File: src/design/cuct_pkg.sv
package cuct_pkg;

    localparam int unsigned CountWidth = 30;
    localparam int unsigned DipWidth   = 4;
    localparam int unsigned BankWidth  = 2;
    localparam int unsigned ChrWidth   = 5;

    // bit positions in the character bank register
    localparam int unsigned BitStop     = 4;
    localparam int unsigned BitDelegate = 3;

    // counter bits that take part in the time-up match
    localparam int unsigned MatchTop  = 29;
    localparam int unsigned MatchBase = 25;

    localparam logic [DipWidth-1:0] DipReset = 4'd2;

    typedef enum logic {
        CMD_TICK      = 1'b0,
        CMD_CHR_WRITE = 1'b1
    } cuct_cmd_t;

    typedef enum logic [1:0] {
        PH_LOCKED   = 2'd0,
        PH_ARMED    = 2'd1,
        PH_UNLOCKED = 2'd2
    } cuct_phase_t;

    typedef struct packed {
        logic                command;
        logic [ChrWidth-1:0] chr_bank_value;
    } cuct_in_t;

    typedef struct packed {
        logic                 irq_asserted;
        logic                 prg_from_standard_logic;
        logic [BankWidth-1:0] prg_bank32;
        logic                 counter_running;
        logic                 time_up;
    } cuct_out_t;

    // one request as seen by the state blocks
    typedef struct packed {
        logic step;      // request leaves the input register this cycle
        logic chr_write; // request is a register write
        logic stop;      // bit 4 of the written value
        logic delegate;  // bit 3 of the written value
        logic [BankWidth-1:0] bank; // bits 2..1 of the written value
    } cuct_req_t;

    typedef struct packed {
        logic                 delegated;
        logic [BankWidth-1:0] bank;
    } cuct_bank_t;

    typedef struct packed {
        logic irq;
        logic running;
        logic time_up;
    } cuct_timer_t;

endpackage

File: src/design/cuct_unlock.sv
module cuct_unlock
    import cuct_pkg::*;
(
    input  logic       aclk,
    input  logic       aresetn,
    input  cuct_req_t  req,
    output logic       unlocked,   // phase before this request
    output cuct_bank_t bank_next   // bank view after this request
);

    cuct_phase_t phase_reg, phase_next;
    cuct_bank_t  bank_reg;
    logic        wr;

    assign wr = req.step && req.chr_write;

    always_ff @(posedge aclk) begin
        if (!aresetn) begin
            phase_reg <= PH_LOCKED;
            bank_reg  <= '0;
        end else begin
            phase_reg <= phase_next;
            bank_reg  <= bank_next;
        end
    end

    // next state
    always_comb begin
        phase_next = phase_reg;
        if (wr) begin
            unique case (phase_reg)
                PH_LOCKED: begin
                    if (req.stop) phase_next = PH_ARMED;
                end
                PH_ARMED: begin
                    if (!req.stop) phase_next = PH_UNLOCKED;
                end
                PH_UNLOCKED: begin
                    phase_next = PH_UNLOCKED;
                end
                default: begin
                    phase_next = phase_reg;
                end
            endcase
        end
    end

    // outputs; the unused fourth code counts as unlocked
    always_comb begin
        unlocked  = (phase_reg != PH_LOCKED) && (phase_reg != PH_ARMED);
        bank_next = bank_reg;
        if (wr) begin
            if (!unlocked) begin
                bank_next = '0;
            end else if (req.delegate) begin
                bank_next.delegated = 1'b1;
                bank_next.bank      = '0;
            end else begin
                bank_next.delegated = 1'b0;
                bank_next.bank      = req.bank;
            end
        end
    end

endmodule

File: src/design/cuct_timer.sv
module cuct_timer
    import cuct_pkg::*;
(
    input  logic                aclk,
    input  logic                aresetn,
    input  cuct_req_t           req,
    input  logic                unlocked,
    input  logic [DipWidth-1:0] dips,
    output cuct_timer_t         timer_next
);

    logic [CountWidth-1:0] count_reg, count_next;
    logic [CountWidth-1:0] count_inc;
    logic                  enable_reg, enable_next;
    logic                  irq_reg, irq_next;
    logic                  match;
    logic                  up;

    always_ff @(posedge aclk) begin
        if (!aresetn) begin
            count_reg  <= '0;
            enable_reg <= 1'b0;
            irq_reg    <= 1'b0;
        end else begin
            count_reg  <= count_next;
            enable_reg <= enable_next;
            irq_reg    <= irq_next;
        end
    end

    assign count_inc = count_reg + CountWidth'(1);

    // bit 29 plus every switched-in bit of 25..28
    assign match = count_inc[MatchTop]
                && (&(count_inc[MatchBase +: DipWidth] | ~dips));

    always_comb begin
        count_next  = count_reg;
        enable_next = enable_reg;
        irq_next    = irq_reg;
        up          = 1'b0;
        if (req.step) begin
            if (req.chr_write) begin
                if (unlocked) begin
                    if (req.stop) begin
                        count_next  = '0;
                        enable_next = 1'b0;
                        irq_next    = 1'b0;
                    end else begin
                        enable_next = 1'b1;
                    end
                end
            end else if (enable_reg) begin
                count_next = count_inc;
                if (match) begin
                    irq_next    = 1'b1;
                    enable_next = 1'b0;
                    up          = 1'b1;
                end
            end
        end
    end

    assign timer_next.irq     = irq_next;
    assign timer_next.running = enable_next;
    assign timer_next.time_up = up;

endmodule

File: src/design/cartridge_unlock_and_countdown_timer_core.sv
// Channel   Direction  Handshake           Payload
// s_        in         s_valid / s_ready   cuct_in_t  (command, chr_bank_value)
// m_        out        m_valid / m_ready   cuct_out_t (irq, banking, counter, time_up)
// dip_wr_   in         dip_wr_en           dip_wr_data, 4 timer-length switches
//
// One request per clock sustained while m_ready is high; m_valid rises as the result
// register loads. The combinational state update between the two registers sets the rate.
// aresetn is synchronous, active low: clears both stage valids, the unlock phase,
// bank view, counter, enable, IRQ and sets the switches to their default.
// A stalled output holds its result; the input register still drains into it
// when m_ready frees the slot, so s_ready only drops while both stages are full.
module cartridge_unlock_and_countdown_timer_core
    import cuct_pkg::*;
(
    input  logic                aclk,
    input  logic                aresetn,
    input  logic                dip_wr_en,
    input  logic [DipWidth-1:0] dip_wr_data,
    input  logic                s_valid,
    output logic                s_ready,
    input  cuct_in_t            s_data,
    output logic                m_valid,
    input  logic                m_ready,
    output cuct_out_t           m_data
);

    // input register
    logic      in_valid_reg;
    cuct_in_t  in_data_reg;

    // result register
    logic      out_valid_reg;
    cuct_out_t out_data_reg;

    logic [DipWidth-1:0] dip_reg;

    logic        advance;
    cuct_req_t   req;
    logic        unlocked;
    cuct_bank_t  bank_next;
    cuct_timer_t timer_next;

    // request moves on when the result slot is free or being emptied
    assign advance = in_valid_reg && (!out_valid_reg || m_ready);
    assign s_ready = !in_valid_reg || advance;

    always_ff @(posedge aclk) begin
        if (!aresetn) begin
            in_valid_reg  <= 1'b0;
            out_valid_reg <= 1'b0;
            dip_reg       <= DipReset;
        end else begin
            if (s_ready) begin
                in_valid_reg <= s_valid;
            end
            if (advance) begin
                out_valid_reg <= 1'b1;
            end else if (m_ready) begin
                out_valid_reg <= 1'b0;
            end
            if (dip_wr_en) begin
                dip_reg <= dip_wr_data;
            end
        end
    end

    always_ff @(posedge aclk) begin
        if (s_valid && s_ready) begin
            in_data_reg <= s_data;
        end
        if (advance) begin
            out_data_reg.irq_asserted            <= timer_next.irq;
            out_data_reg.prg_from_standard_logic <= bank_next.delegated;
            out_data_reg.prg_bank32              <= bank_next.delegated ? '0 : bank_next.bank;
            out_data_reg.counter_running         <= timer_next.running;
            out_data_reg.time_up                 <= timer_next.time_up;
        end
    end

    // decode the held request
    assign req.step      = advance;
    assign req.chr_write = (in_data_reg.command == CMD_CHR_WRITE);
    assign req.stop      = in_data_reg.chr_bank_value[BitStop];
    assign req.delegate  = in_data_reg.chr_bank_value[BitDelegate];
    assign req.bank      = in_data_reg.chr_bank_value[1 +: BankWidth];

    cuct_unlock u_unlock (
        .aclk      (aclk),
        .aresetn   (aresetn),
        .req       (req),
        .unlocked  (unlocked),
        .bank_next (bank_next)
    );

    cuct_timer u_timer (
        .aclk       (aclk),
        .aresetn    (aresetn),
        .req        (req),
        .unlocked   (unlocked),
        .dips       (dip_reg),
        .timer_next (timer_next)
    );

    assign m_valid = out_valid_reg;
    assign m_data  = out_data_reg;

endmodule

File: config.mk
export PLATFORM = sky130hd
export DESIGN_NAME = cartridge_unlock_and_countdown_timer_core
export DESIGN_NICKNAME = d
export VERILOG_FILES = /design/src/design/cuct_pkg.sv /design/src/design/cuct_unlock.sv /design/src/design/cuct_timer.sv /design/src/design/cartridge_unlock_and_countdown_timer_core.sv
export SDC_FILE = /design/constraint.sdc
export NUM_CORES = 1
export LEC_CHECK = 0
export ABC_AREA = 0
export BUFFER_PORTS_ARGS = -buffer_cell sky130_fd_sc_hd__buf_2
export CAP_MARGIN = 20
export CORE_MARGIN = 5
export CORE_UTILIZATION = 25
export DETAILED_ROUTE_END_ITERATION = 10
export PLACE_DENSITY = 0.4
export SETUP_SLACK_MARGIN = 0.4
export SLEW_MARGIN = 20
export SYNTH_ARGS = -nofsm -noshare
export SYNTH_HDL_FRONTEND = slang
export SYNTH_SLANG_ARGS = --single-unit
File: constraint.sdc
create_clock -name aclk -period 5.35 [get_ports aclk]
set_input_delay 0.8025 -clock aclk [delete_from_list [all_inputs] [get_ports aclk]]
set_output_delay 0.8025 -clock aclk [all_outputs]
set_load 0.02 [all_outputs]
==> impl_results.md, run 1 <==
- Status: complete, no violations
- Setup TNS: 0 ns
- Cts bufs inserted: 5
- TritonRoute pass-1 iters: 4
- RSZ-0062 raised after global routing: false
- Slew HR: about two fifths
- Post-route clock period utilization: 50.3%
- Top cell type's share of synthesized area: 34.0%
- Post-synthesis cell count: 284
- Area delta synth->final: 13.9%
- Drt via density: between 4 and 5
- Fillcell total: 1095
- Netlist cell types: 42
- Clock sink count: between 50 and 60
- Die height: 111 µm
- Vias in the first global route: approximately 1900
- Yosys reg bits: 54
- H-tree levels: 2
- Final HPWL DP: ~3.9 mm
- Synthesized cell area: 2530 µm²
- CTS clk-pin slew, worst paths: 0.11 ns
- Max Cap Violations: 0
- Top achievable clock speed: 372 MHz
- Cell area after layout: 2880 µm²
- WP data arrival: 2.76 ns
- FFs w/ async S/R, synth: 0%
- Root Buffer: clkbuf_8
- Max incr delay on CP: 0.69 ns
- Initial drt markers: 94
- Vias: roughly 2000
- CP cell instances: nand4_1 -> or4_1 -> o31a_1 -> o21a_1 -> or3_1 -> a21o_1
- Critical path required time: 5.42 ns
- Share of cells above drive strength 1: 11.2%
- DR WL/cell: 12.4 µm
- Routed Antenna Nets: 0
- Ys flop type: dfxtp_1
- Post-CTS setup buffer count: 0
- DIE AREA: approximately 12000 µm²
- Number of hold buffers added after CTS: 0
- Total wire length: 5.40 mm
- Placed Area: 2770 µm²
- Critical path fanouts, max: 9
- Mapped Avg Cell Area: 8.91 µm²
- Placer Congestion: roughly 0.68
- Grt ovf: 0
- CP Launch Type: register
- CP Class: register to register
- Setup violations, final: 0
- Commonest cells post-synth: dfxtp_1, nor2_1, nand2_1
- Power per Cell Area: 259 nW/µm²
- Worst-case clock buffer depth: 2
- Syn_nets: 303
- EDFF count, synth: 11
- Tmin final: 2.69 ns
- Ant diodes: 0
- Peak VDD IR: about 0.088 mV
- PortBufs: 21
- Ports: 23
- Standard-cell rows: 36
- Die X: 111 µm
- Overall Global Routing Usage: 9.23%
- Sequential share of the synthesized area: 47.1%
- Clock Skews: 0.0139 ns
- Clock latency on the worst-skew pair: about 0.31 ns
- # resized after CTS: 0
- Worst min-delay path class: register to register
- First-pass GRT wire length: 9.45 mm
- Worst-Margin Slew: slightly below 0.9 ns
- Leakage: around 0.99 nW
- Most frequent cell after synthesis: dfxtp_1
- Area leader, netlist: dfxtp_1
- Initial antenna violation count: 0
- Pin count of the biggest net entering global routing: 24
- DR DRC count: 0
- CTS tree: built
- Max Slew Vio Count: 0
- Largest register FFs: 30
- Crit-path slowest cell: or4_1
- Nature of the critical path endpoint: register
- Initial Utilization: 25.8%
- Yosys warnings: 0
- Top post-synthesis cells by area: dfxtp_1, edfxtp_1, nor2_1, nand2_1, xor2_1
- Core area: 9820 µm²
- Nets: 322
- Final Hold Vio Count: 0
power by group:
group / total, W / internal, W / switching (W) / leakage (nW)
clock: 0.000283 / 0.000145 / 0.000138 / 0.0591
combinational: 0.0000349 / 0.0000136 / 0.0000213 / 0.477
sequential: 0.000427 / 0.000422 / 0.00000470 / 0.452
total: 0.000745 / 0.000582 / 0.000164 / 0.989
kinds of logic after synthesis:
| group | Yosys count | share of synthesized area [%] |
|---|---|---|
| compound gates | 51 | 12.9 |
| xor+xnor | 18 | 6.23 |
| fa+ha+maj | 4 | 1.98 |
| buf+inv | 20 | 3.07 |
| flops | 54 | 47.1 |
| mux | 6 | 2.37 |
| simple gates | 131 | 26.4 |
critical path, delay by kind of cell (launching register included):
kind               cells  cell delay [ns]
AOI/OAI and AO/OA      3             0.78
DFF                    1             0.41
and+or+nand+nor        3             1.26
stage by stage:
stage	utilization [%]	instances	hold slack [ns]	setup WS [ns]	total power [W]
final	29.3	437	0.475	2.66	0.000745
after global placement	28.2	429	0.456	2.46	0.000472
after detailed placement	28.2	429	0.457	2.43	0.000472
after floorplan	-	284	0.441	2.90	0.000459
after global routing	29.3	437	0.509	2.49	0.000783
after CTS	29.3	437	0.473	2.64	0.000762
layer usage:
layer	global-route usage [%]	share of wire, %	up-vias
li1	-	-	1048
met1	12.7	52	910
met2	14.3	44	22
met3	1.86	2.5	5
met4	3.20	1.4	0
met5	0	0	-
cell usage in the layout (no fill, tap or decap), drive strengths merged, types with 12 or more instances in the layout:
cell   Yosys  layout
nand2     30      30
buf        3      22
o21ai     14      14
nor2      31      31
a21oi     14      14
nor2b     12      12
dfxtp     43      43
cell type report:
class	count	area [µm²]	area share [%]
clock buffer	6	76.3	2.65
tap	133	166	5.78
inverter	10	37.5	1.30
timing repair buffer	22	113	3.91
sequential	54	1190	41.3
clock inverter	2	36.3	1.26
multi-input combinational	210	1260	43.8
path summary, 6_finish.rpt:
| kind | from | cells after the start | slack, ns | to |
|---|---|---|---|---|
| max reg2reg | u_timer.count_reg[12] | 6 | 2.66 | m_data[1] |
| min | u_timer.irq_reg | 2 | 0.48 | u_timer.irq_reg |
| max | u_timer.count_reg[12] | 6 | 2.66 | m_data[1] |
| min reg2reg | u_timer.irq_reg | 2 | 0.48 | u_timer.irq_reg |
Note: power is estimated with default switching activity, not from simulation.
==> run 2: changes to the inputs <==
ABC_AREA = 1   (was 0)
PLACE_DENSITY = 0.41   (was 0.4)
clock period = 2.3 ns   (was 5.35 ns; I/O delays follow)
==> impl_results.md, run 2 <==
- Number of hold buffers added after CTS: 0 (unchanged)
- WP data arrival: 1.91 ns (was 2.76 ns)
- DR WL/cell: 11.3 µm (was 12.4 µm)
- Leakage: 1.29 nW (was 0.989 nW)
- Power per Cell Area: 503 nW/µm² (was 259 nW/µm²)
- Post-route insts no fill: 557 (was 437)
- H-tree levels: 2 (unchanged)
- Vias in the first global route: 2221 (was 1897)
- FF/Latch Area: 1210 µm² (was 1190 µm²)
- Sequential share of the synthesized area: 43.8% (was 47.1%)
- Clock Skews: 0.0171 ns (was 0.0139 ns)
- Ant diodes: 0 (unchanged)
- CP cell instances: nand2_1 -> nor2_1 -> nand2_1 -> nor2_1 -> nand3_1 -> nand3_1 -> nand3_2 -> o21bai_1 -> nand2_1 -> nand2_1 -> inv_1 (was nand4_1 -> or4_1 -> o31a_1 -> o21a_1 -> or3_1 -> a21o_1)
- DR DRC count: 0 (unchanged)
- Pin count of the biggest net entering global routing: 20 (was 24)
- RSZ-0062 raised after global routing: true (was false)
- Initial drt markers: 78 (was 94)
- Die X: 114 µm (was 111 µm)
- Tmin final: 1.81 ns (was 2.69 ns)
- Commonest cells post-synth: nand2_1, nor2_1, dfxtp_1 (was dfxtp_1, nor2_1, nand2_1)
- Die height: 114 µm (was 111 µm)
- Cts bufs inserted: 5 (unchanged)
- Standard-cell rows: 38 (was 36)
- Nature of the critical path endpoint: register (unchanged)
- TritonRoute pass-1 iters: 6 (was 4)
- Area leader, netlist: dfxtp_1 (unchanged)
- CTS clk-pin slew, worst paths: 0.12 ns (was 0.11 ns)
- Worst-Margin Slew: 0.320 ns (was 0.888 ns)
- Synthesized cell area: 2720 µm² (was 2530 µm²)
- Total wire length: 6.30 mm (was 5.40 mm)
- Share of cells above drive strength 1: 28.3% (was 11.2%)
- Area taken by multi-input logic gates: 1480 µm² (was 1260 µm²)
- Max Slew Vio Count: 0 (unchanged)
- Max Cap Violations: 0 (unchanged)
- Overall Global Routing Usage: 10.1% (was 9.23%)
- EDFF count, synth: 11 (unchanged)
- Worst-case clock buffer depth: 2 (unchanged)
- Slew HR: 78.5% (was 39.3%)
- Yosys warnings: 0 (unchanged)
- Grt ovf: 0 (unchanged)
- CP Launch Type: register (unchanged)
- Worst min-delay path class: input pin to register (was register to register)
- Yosys reg bits: 54 (unchanged)
- Final HPWL DP: 4.89 mm (was 3.85 mm)
- Netlist cell types: 38 (was 42)
- FFs w/ async S/R, synth: 0% (unchanged)
- Cell area after layout: 3400 µm² (was 2880 µm²)
- Top post-synthesis cells by area: dfxtp_1, nand2_1, edfxtp_1, nor2_1, inv_1 (was dfxtp_1, edfxtp_1, nor2_1, nand2_1, xor2_1)
- FF-to-FF setup slack: 0.49 ns (was 2.66 ns)
- Crit-path slowest cell: dfxtp_2 (was or4_1)
- Placer Congestion: 0.770 (was 0.680)
- Critical path fanouts, max: 5 (was 9)
- Ys flop type: dfxtp_1 (unchanged)
- Initial Utilization: 25.3% (was 25.8%)
- WHS: 0.195 ns (was 0.475 ns)
- Post-route clock period utilization: 78.7% (was 50.3%)
- Post-synthesis cell count: 372 (was 284)
- Routed Antenna Nets: 0 (unchanged)
- Drt via density: 4.29 (was 4.54)
- Commonest non-fill, non-tap cell in the layout: nand2_1 (was dfxtp_1)
- Setup violations, final: 0 (unchanged)
- Initial antenna violation count: 0 (unchanged)
- CP Class: register to register (unchanged)
- PortBufs: 21 (unchanged)
- Nets: 435 (was 322)
- Final Hold Vio Count: 0 (unchanged)
- First-pass GRT wire length: 10.7 mm (was 9.45 mm)
- Total chip power: 0.00171 W (was 0.000745 W)
- Clock latency on the worst-skew pair: 0.32 ns (was 0.31 ns)
- Peak VDD IR: 0.251 mV (was 0.0877 mV)
- Area delta synth->final: 25.2% (was 13.9%)
- Root Buffer: clkbuf_8 (unchanged)
- Largest register FFs: 30 (unchanged)
- Syn_nets: 391 (was 303)
- Vias: 2388 (was 1985)
- Most frequent cell after synthesis: nand2_1 (was dfxtp_1)
- Max incr delay on CP: 0.38 ns (was 0.69 ns)
- Top achievable clock speed: 552 MHz (was 372 MHz)
- DIE AREA: 13100 µm² (was 12200 µm²)
- Critical path required time: 2.40 ns (was 5.42 ns)
- Status: complete, no violations (unchanged)
- Clock sink count: 54 (unchanged)
- Ports: 23 (unchanged)
- Placed cells: 537 (was 429)
- CTS tree: built (unchanged)
- Core area: 10700 µm² (was 9820 µm²)
- Worst path most repeated cell: nand2_1
- Top cell type's share of synthesized area: 31.7% (was 34.0%)
- Fillcell total: 1214 (was 1095)
- Placed Area: 3030 µm² (was 2770 µm²)
- Mapped Avg Cell Area: 7.31 µm² (was 8.91 µm²)
- Commonest cells after routing, fill and taps aside: nand2_1, nor2_1, inv_1 (was dfxtp_1, nor2_1, nand2_1)
## run 2: changes by cell type after synthesis, moves of 6 or more
| cell | change |
|---|---|
| nor2b_1 | -12 |
| xnor2_1 | -7 |
| inv_1 | +31 |
| or3_1 | -8 |
| xor2_1 | -9 |
| nor2_1 | +28 |
| nand2_1 | +66 |
| inv_2 | +6 |
| a21oi_1 | +14 |
| nand4_1 | -7 |
| nor2_4 | +6 |
| nand3_1 | +8 |
## run 2: kinds of logic (layout without fill, tap and decap cells)
logic type               Yosys count  after routing  synth area share (%)
AO/OA/AOI/OAI                     55             55                  11.5
XOR/XNOR                           2              2                 0.644
AND/OR/NAND/NOR                  205            205                  34.5
flip-flops                        54             54                  43.8
buffers and inverters             51             96                  7.32
multiplexers                       1              1                 0.368
adder cells (fa/ha/maj)            4              4                  1.84
## run 2: where the power goes
group          total, W  switching [W]  leakage (nW)  internal (W)
sequential     0.000999      0.0000121         0.463      0.000987
combinational  0.000135      0.0000804         0.777     0.0000547
clock          0.000577       0.000350        0.0502      0.000227
total           0.00171       0.000443          1.29       0.00127
## run 2: worst max-delay path: cells and delay by family (launching register included)
| kind | cells | cell delay [ns] |
|---|---|---|
| AOI/OAI and AO/OA | 1 | 0.15 |
| buffers and inverters | 1 | 0.04 |
| and+or+nand+nor | 9 | 1.01 |
| DFF | 1 | 0.38 |
## run 2: metal layers
layer	global-route usage, %	part of all wire (%)	up-vias
met4	3.17	1.8	0
li1	-	-	1285
met5	0	0	-
met2	16.0	44	29
met1	14.1	51	1066
met3	1.69	2.8	8
## run 2: what timing repair did
item | CTS | global route
endpoints found under the setup margin | 24 | 25
buffers inserted | 6 | 6
resized for setup | 20 | 40
pin swaps | 7 | 9
## run 2: area by class of cell
cell class	count	share of cell area, %
clock buffers	5	2.02
clock inverters	3	0.845
inverters	48	5.48
multi-input cells	267	43.5
flip-flops and latches	54	35.5
well taps	140	5.15
repair buffers	40	7.50
## run 2: stage by stage
step	util (%)	setup WS, ns	TNS, ns
after detailed placement	28.2	-0.345	-2.61
after global routing	31.7	0.278	0
after global placement	28.2	-0.251	-1.70
after floorplan	-	0.543	0
final	31.7	0.489	0
after CTS	30.1	0.403	0
## run 2: path summary, 6_finish.rpt
kind         cells past startpoint                   from               endpoint
max                             11  u_timer.count_reg[15]              m_data[1]
min                              1              s_data[3]         in_data_reg[3]
max reg2reg                     11  u_timer.count_reg[15]              m_data[1]
min reg2reg                      1  u_timer.count_reg[14]  u_timer.count_reg[14]
